$ cat src/rtl/core/cfpp_pkg.sv
package cfpp_pkg;

  localparam logic [31:0] MAGIC_WORD = 32'hCAFEBABE;

  // configuration register indexes and reset values
  localparam logic [1:0]  CFG_LOWEST_MAJOR  = 2'd0;
  localparam logic [1:0]  CFG_HIGHEST_MAJOR = 2'd1;
  localparam logic [1:0]  CFG_STRICT_MAJOR  = 2'd2;
  localparam logic [15:0] LOWEST_MAJOR_RST  = 16'd45;
  localparam logic [15:0] HIGHEST_MAJOR_RST = 16'd63;
  localparam logic [15:0] STRICT_MAJOR_RST  = 16'd56;

  localparam logic [15:0] MINOR_ALL_ONES = 16'hFFFF;
  localparam logic [7:0]  UTF8_BAD_LOW   = 8'hF0;
  localparam logic [7:0]  MH_KIND_MAX    = 8'd9;

  // event kinds
  localparam logic [1:0] EV_ENTRY = 2'd0;
  localparam logic [1:0] EV_DONE  = 2'd1;
  localparam logic [1:0] EV_ERROR = 2'd2;

  // error codes
  localparam logic [2:0] ERR_NONE      = 3'd0;
  localparam logic [2:0] ERR_MAGIC     = 3'd1;
  localparam logic [2:0] ERR_NO_MINOR  = 3'd2;
  localparam logic [2:0] ERR_NO_MAJOR  = 3'd3;
  localparam logic [2:0] ERR_BAD_MAJOR = 3'd4;
  localparam logic [2:0] ERR_BAD_MINOR = 3'd5;
  localparam logic [2:0] ERR_NO_COUNT  = 3'd6;
  localparam logic [2:0] ERR_CONSTANT  = 3'd7;

  // constant pool tags
  localparam logic [7:0] TAG_UTF8       = 8'd1;
  localparam logic [7:0] TAG_INTEGER    = 8'd3;
  localparam logic [7:0] TAG_FLOAT      = 8'd4;
  localparam logic [7:0] TAG_LONG       = 8'd5;
  localparam logic [7:0] TAG_DOUBLE     = 8'd6;
  localparam logic [7:0] TAG_CLASS      = 8'd7;
  localparam logic [7:0] TAG_STRING     = 8'd8;
  localparam logic [7:0] TAG_FIELDREF   = 8'd9;
  localparam logic [7:0] TAG_METHODREF  = 8'd10;
  localparam logic [7:0] TAG_IMETHODREF = 8'd11;
  localparam logic [7:0] TAG_NAMETYPE   = 8'd12;
  localparam logic [7:0] TAG_MHANDLE    = 8'd15;
  localparam logic [7:0] TAG_MTYPE      = 8'd16;
  localparam logic [7:0] TAG_DYNAMIC    = 8'd17;
  localparam logic [7:0] TAG_INVDYN     = 8'd18;
  localparam logic [7:0] TAG_MODULE     = 8'd19;
  localparam logic [7:0] TAG_PACKAGE    = 8'd20;

  typedef enum logic [3:0] {
    ST_MAGIC,
    ST_MINOR,
    ST_MAJOR,
    ST_COUNT,
    ST_TAG,
    ST_BODY,
    ST_ULEN,
    ST_UBYTES,
    ST_DONE,
    ST_FAILED
  } stage_t;

  typedef struct packed {
    logic [15:0] lowest_major;
    logic [15:0] highest_major;
    logic [15:0] strict_major;
  } cfg_t;

  typedef struct packed {
    logic [1:0]  kind;
    logic [2:0]  code;
    logic [15:0] entry;
    logic [7:0]  tag;
    logic [31:0] w1;
    logic [31:0] w2;
    logic [15:0] minor;
    logic [15:0] major;
    logic        last;
  } res_t;

  // results caused by one accepted beat, in order
  typedef struct packed {
    logic v0;
    logic v1;
    res_t r0;
    res_t r1;
  } res_pair_t;

  // body length in bytes after the tag, zero for utf8 or an unknown tag
  function automatic logic [3:0] body_len(input logic [7:0] tag);
    logic [3:0] len;
    case (tag)
      TAG_CLASS, TAG_STRING, TAG_MTYPE, TAG_MODULE, TAG_PACKAGE: len = 4'd2;
      TAG_MHANDLE: len = 4'd3;
      TAG_INTEGER, TAG_FLOAT, TAG_FIELDREF, TAG_METHODREF, TAG_IMETHODREF,
      TAG_NAMETYPE, TAG_DYNAMIC, TAG_INVDYN: len = 4'd4;
      TAG_LONG, TAG_DOUBLE: len = 4'd8;
      default: len = 4'd0;
    endcase
    return len;
  endfunction

  function automatic res_t mk_res(input logic [1:0] kind, input logic [2:0] code,
                                  input logic [15:0] entry, input logic [7:0] tag,
                                  input logic [31:0] w1, input logic [31:0] w2);
    res_t r;
    r.kind  = kind;
    r.code  = code;
    r.entry = entry;
    r.tag   = tag;
    r.w1    = w1;
    r.w2    = w2;
    r.minor = '0;
    r.major = '0;
    r.last  = 1'b0;
    return r;
  endfunction

endpackage

$ cat src/rtl/core/cfpp_parse.sv
module cfpp_parse (
  input  logic               clk,
  input  logic               rst_n,
  input  logic               beat,
  input  logic [7:0]         data_byte,
  input  logic               end_of_file,
  input  cfpp_pkg::cfg_t     cfg,
  output cfpp_pkg::res_pair_t res
);

  cfpp_pkg::stage_t stage_r, stage_nxt;
  logic [2:0]  cnt_r, cnt_nxt;
  logic [63:0] shift_r, shift_nxt;
  logic [15:0] pool_r, pool_nxt;
  logic [15:0] slot_r, slot_nxt;
  logic [7:0]  tag_r, tag_nxt;
  logic [15:0] rem_r, rem_nxt;
  logic [15:0] minor_r, minor_nxt;
  logic [15:0] major_r, major_nxt;

  always_ff @(posedge clk) begin
    if (!rst_n) begin
      stage_r <= cfpp_pkg::ST_MAGIC;
      cnt_r   <= '0;
      shift_r <= '0;
      pool_r  <= '0;
      slot_r  <= 16'd1;
      tag_r   <= '0;
      rem_r   <= '0;
      minor_r <= '0;
      major_r <= '0;
    end else begin
      stage_r <= stage_nxt;
      cnt_r   <= cnt_nxt;
      shift_r <= shift_nxt;
      pool_r  <= pool_nxt;
      slot_r  <= slot_nxt;
      tag_r   <= tag_nxt;
      rem_r   <= rem_nxt;
      minor_r <= minor_nxt;
      major_r <= major_nxt;
    end
  end

  logic [63:0] tk_shift;
  logic [3:0]  cnt_inc;
  logic [3:0]  need;
  logic        tk_done;
  logic [2:0]  tk_cnt;
  logic [16:0] cmp_next;
  logic        cmp_last;
  logic [15:0] fa, fc;
  logic        ok_a, ok_c;
  logic [15:0] rem_dec;

  // shared field assembly
  always_comb begin
    tk_shift = {shift_r[55:0], data_byte};
    cnt_inc  = {1'b0, cnt_r} + 4'd1;
    case (stage_r)
      cfpp_pkg::ST_MAGIC: need = 4'd4;
      cfpp_pkg::ST_BODY:  need = cfpp_pkg::body_len(tag_r);
      default:            need = 4'd2;
    endcase
    tk_done  = cnt_inc >= need;
    tk_cnt   = tk_done ? 3'd0 : cnt_inc[2:0];
    fa       = tk_shift[31:16];
    fc       = tk_shift[15:0];
    ok_a     = (fa != 16'd0) && (fa < pool_r);
    ok_c     = (fc != 16'd0) && (fc < pool_r);
    cmp_next = {1'b0, slot_r} +
               (((tag_r == cfpp_pkg::TAG_LONG) || (tag_r == cfpp_pkg::TAG_DOUBLE)) ?
                17'd2 : 17'd1);
    cmp_last = cmp_next >= {1'b0, pool_r};
    rem_dec  = rem_r - 16'd1;
  end

  logic        do_cmp, do_fail;
  logic [31:0] cw1, cw2;
  logic [2:0]  fcode;
  logic [15:0] fentry;
  logic [7:0]  ftag;
  logic        p0v, p1v, p2v;
  cfpp_pkg::res_t p0, p1, p2;

  always_comb begin
    stage_nxt = stage_r;
    cnt_nxt   = cnt_r;
    shift_nxt = shift_r;
    pool_nxt  = pool_r;
    slot_nxt  = slot_r;
    tag_nxt   = tag_r;
    rem_nxt   = rem_r;
    minor_nxt = minor_r;
    major_nxt = major_r;
    do_cmp  = 1'b0;
    do_fail = 1'b0;
    cw1     = '0;
    cw2     = '0;
    fcode   = cfpp_pkg::ERR_NONE;
    fentry  = '0;
    ftag    = '0;
    p0v = 1'b0;
    p1v = 1'b0;
    p2v = 1'b0;
    p0  = '0;
    p1  = '0;
    p2  = '0;

    if (beat) begin
      case (stage_r)
        cfpp_pkg::ST_MAGIC: begin
          shift_nxt = tk_shift;
          cnt_nxt   = tk_cnt;
          if (tk_done) begin
            if (tk_shift[31:0] != cfpp_pkg::MAGIC_WORD) begin
              do_fail = 1'b1;
              fcode   = cfpp_pkg::ERR_MAGIC;
            end else begin
              shift_nxt = '0;
              stage_nxt = cfpp_pkg::ST_MINOR;
            end
          end
        end
        cfpp_pkg::ST_MINOR: begin
          shift_nxt = tk_shift;
          cnt_nxt   = tk_cnt;
          if (tk_done) begin
            minor_nxt = fc;
            shift_nxt = '0;
            stage_nxt = cfpp_pkg::ST_MAJOR;
          end
        end
        cfpp_pkg::ST_MAJOR: begin
          shift_nxt = tk_shift;
          cnt_nxt   = tk_cnt;
          if (tk_done) begin
            major_nxt = fc;
            shift_nxt = '0;
            if ((fc < cfg.lowest_major) || (fc > cfg.highest_major)) begin
              do_fail = 1'b1;
              fcode   = cfpp_pkg::ERR_BAD_MAJOR;
            end else if ((fc >= cfg.strict_major) && (minor_r != 16'd0) &&
                         (minor_r != cfpp_pkg::MINOR_ALL_ONES)) begin
              do_fail = 1'b1;
              fcode   = cfpp_pkg::ERR_BAD_MINOR;
            end else begin
              stage_nxt = cfpp_pkg::ST_COUNT;
            end
          end
        end
        cfpp_pkg::ST_COUNT: begin
          shift_nxt = tk_shift;
          cnt_nxt   = tk_cnt;
          if (tk_done) begin
            pool_nxt  = fc;
            shift_nxt = '0;
            slot_nxt  = 16'd1;
            if (fc <= 16'd1) begin
              stage_nxt = cfpp_pkg::ST_DONE;
              p0v = 1'b1;
              p0  = cfpp_pkg::mk_res(cfpp_pkg::EV_DONE, cfpp_pkg::ERR_NONE, '0, '0, '0, '0);
            end else begin
              stage_nxt = cfpp_pkg::ST_TAG;
            end
          end
        end
        cfpp_pkg::ST_TAG: begin
          tag_nxt   = data_byte;
          shift_nxt = '0;
          cnt_nxt   = '0;
          if (data_byte == cfpp_pkg::TAG_UTF8) begin
            stage_nxt = cfpp_pkg::ST_ULEN;
          end else if (cfpp_pkg::body_len(data_byte) == 4'd0) begin
            do_fail = 1'b1;
            fcode   = cfpp_pkg::ERR_CONSTANT;
            fentry  = slot_r;
            ftag    = data_byte;
          end else begin
            stage_nxt = cfpp_pkg::ST_BODY;
          end
        end
        cfpp_pkg::ST_BODY: begin
          shift_nxt = tk_shift;
          cnt_nxt   = tk_cnt;
          if (tk_done) begin
            fentry = slot_r;
            ftag   = tag_r;
            fcode  = cfpp_pkg::ERR_CONSTANT;
            case (tag_r)
              cfpp_pkg::TAG_INTEGER, cfpp_pkg::TAG_FLOAT: begin
                do_cmp = 1'b1;
                cw1    = tk_shift[31:0];
              end
              cfpp_pkg::TAG_LONG, cfpp_pkg::TAG_DOUBLE: begin
                do_cmp = 1'b1;
                cw1    = tk_shift[63:32];
                cw2    = tk_shift[31:0];
              end
              cfpp_pkg::TAG_CLASS, cfpp_pkg::TAG_STRING, cfpp_pkg::TAG_MTYPE,
              cfpp_pkg::TAG_MODULE, cfpp_pkg::TAG_PACKAGE: begin
                do_cmp  = ok_c;
                do_fail = !ok_c;
                cw1     = {16'd0, fc};
              end
              cfpp_pkg::TAG_MHANDLE: begin
                // reference kind 1..9 sits in the byte above the index
                do_cmp  = ok_c && (tk_shift[23:16] != 8'd0) &&
                          (tk_shift[23:16] <= cfpp_pkg::MH_KIND_MAX);
                do_fail = !do_cmp;
                cw1     = {24'd0, tk_shift[23:16]};
                cw2     = {16'd0, fc};
              end
              cfpp_pkg::TAG_DYNAMIC, cfpp_pkg::TAG_INVDYN: begin
                do_cmp  = ok_c;
                do_fail = !ok_c;
                cw1     = {16'd0, fa};
                cw2     = {16'd0, fc};
              end
              default: begin
                do_cmp  = ok_a && ok_c;
                do_fail = !(ok_a && ok_c);
                cw1     = {16'd0, fa};
                cw2     = {16'd0, fc};
              end
            endcase
          end
        end
        cfpp_pkg::ST_ULEN: begin
          shift_nxt = tk_shift;
          cnt_nxt   = tk_cnt;
          if (tk_done) begin
            rem_nxt   = fc;
            shift_nxt = {48'd0, fc};
            if (fc == 16'd0) begin
              do_cmp = 1'b1;
            end else begin
              stage_nxt = cfpp_pkg::ST_UBYTES;
            end
          end
        end
        cfpp_pkg::ST_UBYTES: begin
          if ((data_byte == 8'd0) || (data_byte >= cfpp_pkg::UTF8_BAD_LOW)) begin
            do_fail = 1'b1;
            fcode   = cfpp_pkg::ERR_CONSTANT;
            fentry  = slot_r;
            ftag    = tag_r;
          end else begin
            rem_nxt = rem_dec;
            if (rem_dec == 16'd0) begin
              do_cmp = 1'b1;
              cw1    = {16'd0, shift_r[15:0]};
            end
          end
        end
        default: begin
        end
      endcase

      if (do_cmp) begin
        p0v       = 1'b1;
        p0        = cfpp_pkg::mk_res(cfpp_pkg::EV_ENTRY, cfpp_pkg::ERR_NONE, slot_r, tag_r,
                                     cw1, cw2);
        shift_nxt = '0;
        cnt_nxt   = '0;
        if (cmp_last) begin
          stage_nxt = cfpp_pkg::ST_DONE;
          p1v = 1'b1;
          p1  = cfpp_pkg::mk_res(cfpp_pkg::EV_DONE, cfpp_pkg::ERR_NONE, '0, '0, '0, '0);
        end else begin
          slot_nxt  = cmp_next[15:0];
          stage_nxt = cfpp_pkg::ST_TAG;
        end
      end else if (do_fail) begin
        stage_nxt = cfpp_pkg::ST_FAILED;
        p0v = 1'b1;
        p0  = cfpp_pkg::mk_res(cfpp_pkg::EV_ERROR, fcode, fentry, ftag, '0, '0);
      end

      // truncation: the first missing item is reported
      if (end_of_file) begin
        p2v = 1'b1;
        case (stage_nxt)
          cfpp_pkg::ST_MAGIC:
            p2 = cfpp_pkg::mk_res(cfpp_pkg::EV_ERROR, cfpp_pkg::ERR_MAGIC, '0, '0, '0, '0);
          cfpp_pkg::ST_MINOR:
            p2 = cfpp_pkg::mk_res(cfpp_pkg::EV_ERROR, cfpp_pkg::ERR_NO_MINOR, '0, '0, '0, '0);
          cfpp_pkg::ST_MAJOR:
            p2 = cfpp_pkg::mk_res(cfpp_pkg::EV_ERROR, cfpp_pkg::ERR_NO_MAJOR, '0, '0, '0, '0);
          cfpp_pkg::ST_COUNT:
            p2 = cfpp_pkg::mk_res(cfpp_pkg::EV_ERROR, cfpp_pkg::ERR_NO_COUNT, '0, '0, '0, '0);
          cfpp_pkg::ST_TAG:
            p2 = cfpp_pkg::mk_res(cfpp_pkg::EV_ERROR, cfpp_pkg::ERR_CONSTANT, slot_nxt, '0,
                                  '0, '0);
          cfpp_pkg::ST_BODY, cfpp_pkg::ST_ULEN, cfpp_pkg::ST_UBYTES:
            p2 = cfpp_pkg::mk_res(cfpp_pkg::EV_ERROR, cfpp_pkg::ERR_CONSTANT, slot_nxt,
                                  tag_nxt, '0, '0);
          default:
            p2v = 1'b0;
        endcase
      end
    end

    // p1 only follows p0, and p1 with p2 never happen together
    res.v0 = p0v || p2v;
    res.v1 = p0v && (p1v || p2v);
    res.r0 = p0v ? p0 : p2;
    res.r1 = p1v ? p1 : p2;
    res.r0.minor = minor_nxt;
    res.r0.major = major_nxt;
    res.r1.minor = minor_nxt;
    res.r1.major = major_nxt;
    res.r0.last  = !res.v1;
    res.r1.last  = 1'b1;

    // a new file starts after the final byte
    if (beat && end_of_file) begin
      stage_nxt = cfpp_pkg::ST_MAGIC;
      cnt_nxt   = '0;
      shift_nxt = '0;
      pool_nxt  = '0;
      slot_nxt  = 16'd1;
      tag_nxt   = '0;
      rem_nxt   = '0;
      minor_nxt = '0;
      major_nxt = '0;
    end
  end

endmodule

$ cat src/rtl/core/cfpp_outq.sv
module cfpp_outq (
  input  logic                clk,
  input  logic                rst_n,
  input  logic                push,
  input  cfpp_pkg::res_pair_t res,
  output logic                room,
  output logic                out_valid,
  input  logic                out_ready,
  output cfpp_pkg::res_t      head
);

  localparam int Depth = 3;

  cfpp_pkg::res_t q_r [Depth];
  cfpp_pkg::res_t q_nxt [Depth];
  logic [1:0] cnt_r, cnt_nxt;
  logic       pop;
  logic [1:0] cnt_pop;
  logic [1:0] n_push;

  assign out_valid = cnt_r != 2'd0;
  assign head      = q_r[0];
  assign room      = cnt_r <= 2'd1;
  assign pop       = out_valid && out_ready;

  always_comb begin
    cnt_pop = cnt_r - {1'b0, pop};
    n_push  = push ? ({1'b0, res.v0} + {1'b0, res.v1}) : 2'd0;
    cnt_nxt = cnt_pop + n_push;
    for (int i = 0; i < Depth; i++) begin
      q_nxt[i] = (pop && (i < Depth - 1)) ? q_r[(i + 1) % Depth] : q_r[i];
      if (push && res.v0 && (cnt_pop == 2'(i))) begin
        q_nxt[i] = res.r0;
      end
      if (push && res.v1 && ((cnt_pop + 2'd1) == 2'(i))) begin
        q_nxt[i] = res.r1;
      end
    end
  end

  always_ff @(posedge clk) begin
    if (!rst_n) begin
      cnt_r <= '0;
    end else begin
      cnt_r <= cnt_nxt;
    end
  end

  always_ff @(posedge clk) begin
    for (int i = 0; i < Depth; i++) begin
      q_r[i] <= q_nxt[i];
    end
  end

endmodule

$ cat src/rtl/core/class_file_constant_pool_parser.sv
// Class file constant pool parser. Takes a class file one byte per input
// beat, big-endian, last byte marked by in_tlast. It checks the magic word,
// the major version against the configured window and, from the configured
// strict major upward, that the minor is 0 or 65535; then it reads the pool
// count and every tagged entry, giving one result beat per completed entry
// and one success beat after the last (long and double take two slots).
// Errors (bad magic or version, truncation, unknown tag, bad index, bad handle
// kind, bad utf8 byte) give one error beat; later bytes of that file are
// dropped silently, and the byte with in_tlast always restarts the parser for
// a new file. Rate: one byte per clock while in_tready is high. Each byte is
// parsed in the cycle it is accepted and its results land in a three-entry
// result queue that drives out_* directly, so results are registered before
// they appear. in_tready is high while at most one result waits; a byte that
// causes two results (an entry plus success or error) gives two output beats.
// out_tlast marks the final result caused by a byte. Configuration writes
// take effect at once and are meant for idle times only.
module class_file_constant_pool_parser (
  input  logic         clk,
  input  logic         rst_n,
  // input stream: tdata = data_byte[7:0]; tlast = end_of_file
  input  logic         in_tvalid,
  output logic         in_tready,
  input  logic [7:0]   in_tdata,
  input  logic         in_tlast,
  // result stream
  output logic         out_tvalid,
  input  logic         out_tready,
  // tdata: error_code[2:0], entry_number[18:3], entry_tag[26:19],
  //        first_word[58:27], second_word[90:59], minor_version[106:91],
  //        major_version[122:107], zero fill[127:123]
  output logic [127:0] out_tdata,
  // tuser: event_kind[1:0]
  output logic [1:0]   out_tuser,
  // tlast: last_of_run
  output logic         out_tlast,
  // configuration write port
  input  logic         cfg_we,
  input  logic [1:0]   cfg_index,
  input  logic [15:0]  cfg_wdata
);

  cfpp_pkg::cfg_t      cfg_r;
  cfpp_pkg::res_pair_t res;
  cfpp_pkg::res_t      head;
  logic                beat;

  // configuration registers; an index past the list is ignored
  always_ff @(posedge clk) begin
    if (!rst_n) begin
      cfg_r.lowest_major  <= cfpp_pkg::LOWEST_MAJOR_RST;
      cfg_r.highest_major <= cfpp_pkg::HIGHEST_MAJOR_RST;
      cfg_r.strict_major  <= cfpp_pkg::STRICT_MAJOR_RST;
    end else if (cfg_we) begin
      case (cfg_index)
        cfpp_pkg::CFG_LOWEST_MAJOR:  cfg_r.lowest_major  <= cfg_wdata;
        cfpp_pkg::CFG_HIGHEST_MAJOR: cfg_r.highest_major <= cfg_wdata;
        cfpp_pkg::CFG_STRICT_MAJOR:  cfg_r.strict_major  <= cfg_wdata;
        default: begin
        end
      endcase
    end
  end

  assign beat = in_tvalid && in_tready;

  cfpp_parse u_parse (
    .clk         (clk),
    .rst_n       (rst_n),
    .beat        (beat),
    .data_byte   (in_tdata),
    .end_of_file (in_tlast),
    .cfg         (cfg_r),
    .res         (res)
  );

  cfpp_outq u_outq (
    .clk       (clk),
    .rst_n     (rst_n),
    .push      (beat),
    .res       (res),
    .room      (in_tready),
    .out_valid (out_tvalid),
    .out_ready (out_tready),
    .head      (head)
  );

  assign out_tdata = {5'd0, head.major, head.minor, head.w2, head.w1, head.tag,
                      head.entry, head.code};
  assign out_tuser = head.kind;
  assign out_tlast = head.last;

endmodule
$ cat config.mk
export PLATFORM = sky130hd
export DESIGN_NAME = class_file_constant_pool_parser
export DESIGN_NICKNAME = d
export VERILOG_FILES = /design/src/rtl/core/cfpp_pkg.sv /design/src/rtl/core/cfpp_parse.sv /design/src/rtl/core/cfpp_outq.sv /design/src/rtl/core/class_file_constant_pool_parser.sv
export SDC_FILE = /design/constraint.sdc
export NUM_CORES = 1
export LEC_CHECK = 0
export ABC_CLOCK_PERIOD_IN_PS = 8600
export BUFFER_PORTS_ARGS = -buffer_cell sky130_fd_sc_hd__buf_2
export CAP_MARGIN = 0
export CORE_ASPECT_RATIO = 1.4
export CORE_MARGIN = 5
export CORE_UTILIZATION = 62
export DETAILED_ROUTE_END_ITERATION = 8
export GPL_TIMING_DRIVEN = 0
export HOLD_SLACK_MARGIN = 0.03
export PLACE_DENSITY = 0.92
export SLEW_MARGIN = 10
export SYNTH_ARGS = -nofsm -noshare
export SYNTH_HDL_FRONTEND = slang
export SYNTH_SLANG_ARGS = --single-unit
$ cat constraint.sdc
create_clock -name clk -period 8.6 [get_ports clk]
set_input_delay 2.15 -clock clk [delete_from_list [all_inputs] [get_ports clk]]
set_output_delay 2.15 -clock clk [all_outputs]
set_load 0.03 [all_outputs]
==> impl_metrics.ini <==
[synthesis]
avgSynthCellArea_sq_um = 8.82
synth_edf_count = 183
synth_area_leaders = dfxtp_1, edfxtp_1, nand2_1
ys_ff_latch = 583
syn_area_sq_um = 29600
syn_inst = 3356
synth_top_area_share_pct = 27.1
synth_top_area_cell = dfxtp_1
synth_most_common_cell = nand2_1
ys_top_cells_by_count = nand2_1, dfxtp_1, nor2_1
synthFlopType = dfxtp_1
yosysUniqueCellTypes = 88
yosysSeqAreaShare_pct = 45.6
yosys_warnings = 0
synth-async-reset-ratio_pct = 0

[grt]
grt_usage_pct = 35.4
grt_pass1_wl_mm = 148
overflow = 0
antenna_found_initial = 2
grt_max_degree = 62
grt_pass1_vias = 26577

[detailed_routing]
drt-total-wl_mm = 96.4
drc = 23
drt_pass1_iterations = 9
ant_nets = 0
routed_via_density = 6.47
drtIter0Drc = 4162
wl_per_cell_microns = 22.7
num_vias = 27458

[critical_path]
cp.required_ps = 8940
worst_ep_arrival_time_ps = 8710
cp_max_fo = 34
criticalPathCategory = primary input to register
r2r-end = u_outq.q_r[0][360]
r2r_slack_ps = 360
cp-start-kind = primary input
rr_worst_depth = 27
end_kind = register
r2r_start = u_parse.tag_r[7]

[die]
fp-row-count = 94
pin_count = 165
coreArea_sq_um = 47200
chipHeight_microns = 268
die_w_microns = 195
die-area_sq_um = 52300
start_util_pct = 62.7

[timing]
skew_ps = 15.2
max_slew_margin_pct = 2.35
rsz0062_at_grt = no
setup_viol = 0
period_minus_slack_ps = 8360
tightest_slew_ps = 1460
slew_viol_final = 0
setup_ws_ps = 235
fin_crit_sh_pct = 97.3
max_freq_ghz = 0.120
holdWs_ps = 453
finalHoldViolCount = 0

[min_path]
hp-start = u_outq.q_r[0][296]
min_path_type = register to register
min_to = u_outq.q_r[0][296]
min_path_cells = 2

[placement]
dp_slack_ps = 173
gp_congestion = 1.04
dp_hpwl_mm = 68.6
port_buffers = 158

[clock_tree]
postCtsSetupBuffers = 0
clk_pin_slew_ps = 70
hold_buffers = 0
cts_tree = done
cts_buffer_depth = 3
htree_levels = 2
cts_made_buffers = 52
cts.sinks = 583
clock_latency_ps = 600
clock-root-buffer = clkbuf_16

[layout]
n_fill_cell = 3530
syn2layout_area_growth_pct = 11.6
nNetsFinal = 3720
antenna_cells = 0
final_layout_size_suffix_gt1_share_pct = 13.5

[job]
drv_cap = 0

[pwr]
max-vdd-ir-drop_mv = 0.297
fin_total_pwr_mw = 8.74
power.leakage_nw = 12.7
p_per_area_nw_per_um2 = 265

[status]
failed_checks = design-rule violations
status = finished with violations
## per-stage QoR
stage          std cells  util [%]  area, sq um  TNS, ps
6_report            4241      70.0        33000        0
5_1_grt             4241      70.0        33000        0
4_1_cts             4241      70.0        33000        0
3_5_place_dp        4144      66.2        31200        0
3_3_place_gp        4142      66.1        31200  -230020
2_1_floorplan       3360         -        29600        0
## worst max path at each step
stage	from	to	cells after the start
2_1_floorplan	in_tdata[0]	u_outq.q_r[0][127]	15
3_3_place_gp	u_parse.tag_r[7]	u_outq.q_r[0][375]	25
3_5_place_dp	in_tdata[0]	u_outq.q_r[0][375]	18
4_1_cts	u_parse.tag_r[7]	u_outq.q_r[0][357]	27
5_1_grt	u_parse.tag_r[7]	u_outq.q_r[0][372]	27
6_report	in_tdata[0]	u_outq.q_r[0][360]	18
## flip-flops by register name, summed over array words and instances, names as in the netlist, named ones only
name / cells
u_parse.pool_r: 16
u_outq.cnt_r: 2
u_parse.stage_r: 4
cfg_r: 48
u_parse.rem_r: 16
u_parse.slot_r: 16
u_parse.shift_r: 56
u_outq.q_r: 378
u_parse.major_r: 16
u_parse.cnt_r: 3
u_parse.tag_r: 8
u_parse.minor_r: 16
## critical path, stage by stage
cell and delay (ps):
buf_2 260, clkbuf_1 990, inv_1 530, ha_1 430, nand2b_1 140, a21oi_1 170
o211ai_1 100, a21oi_1 170, a2111oi_1 150, or4b_2 750, a21o_1 200, buf_6 140
o21ai_2 520, a21oi_4 280, nor2_2 470, buf_2 340, clkinv_2 490, buf_12 380
## cell families (layout without fill, tap and decap cells)
family / Yosys count / count (layout) / share of synthesized area (%)
adders and majority gates: 114 / 114 / 4.85
other: 1 / 5 / 0.0127
and+or+nand+nor: 1139 / 1139 / 17.0
DFF: 583 / 583 / 45.6
AOI/OAI and AO/OA: 860 / 860 / 18.6
muxes: 152 / 152 / 5.15
xor gates and xnor gates: 17 / 17 / 0.503
buffers and inverters: 490 / 747 / 8.25
## routing by layer
metal  wire length (microns)  track usage [%]  share of wire (%)  vias up
met2                   43400             56.8                 45     1957
met1                   33400             41.9                 35    12674
li1                        -                -                  -    12284
met5                      84             1.36              0.087        -
met3                   11300             8.66                 12      539
met4                    8290             24.7                8.6        4
## layout make-up
cell class | count | area (sq um) | area share, %
buffer | 386 | 2050 | 6.22
clock buffer | 65 | 1460 | 4.41
clock inverter | 32 | 319 | 0.966
inverter | 104 | 392 | 1.19
multi-input combinational | 2287 | 13700 | 41.5
sequential | 583 | 13500 | 40.9
tap | 624 | 781 | 2.36
timing repair buffer | 160 | 818 | 2.48
## repair_timing
item / CTS / global route
endpoints found under the setup margin: 0 / 144
gates resized for setup: 0 / 4
hold endpoints to repair: 0 / 0
## placed cells by master (no fill, tap or decap), types with 151 or more instances in the layout
cell type and n:
nand2_1 494, dfxtp_1 400, nor2_1 294, a21oi_1 234, buf_2 214, o21ai_0 184
edfxtp_1 183, clkbuf_1 182, nand3_1 162, mux2i_1 151
## where the power goes
group	switching, mW	total, mW	internal [mW]
registers	0.151	3.53	3.38
logic	1.92	2.76	0.839
clock network	1.08	2.44	1.36
total	3.16	8.74	5.58
(Power assumes the default switching activity.)
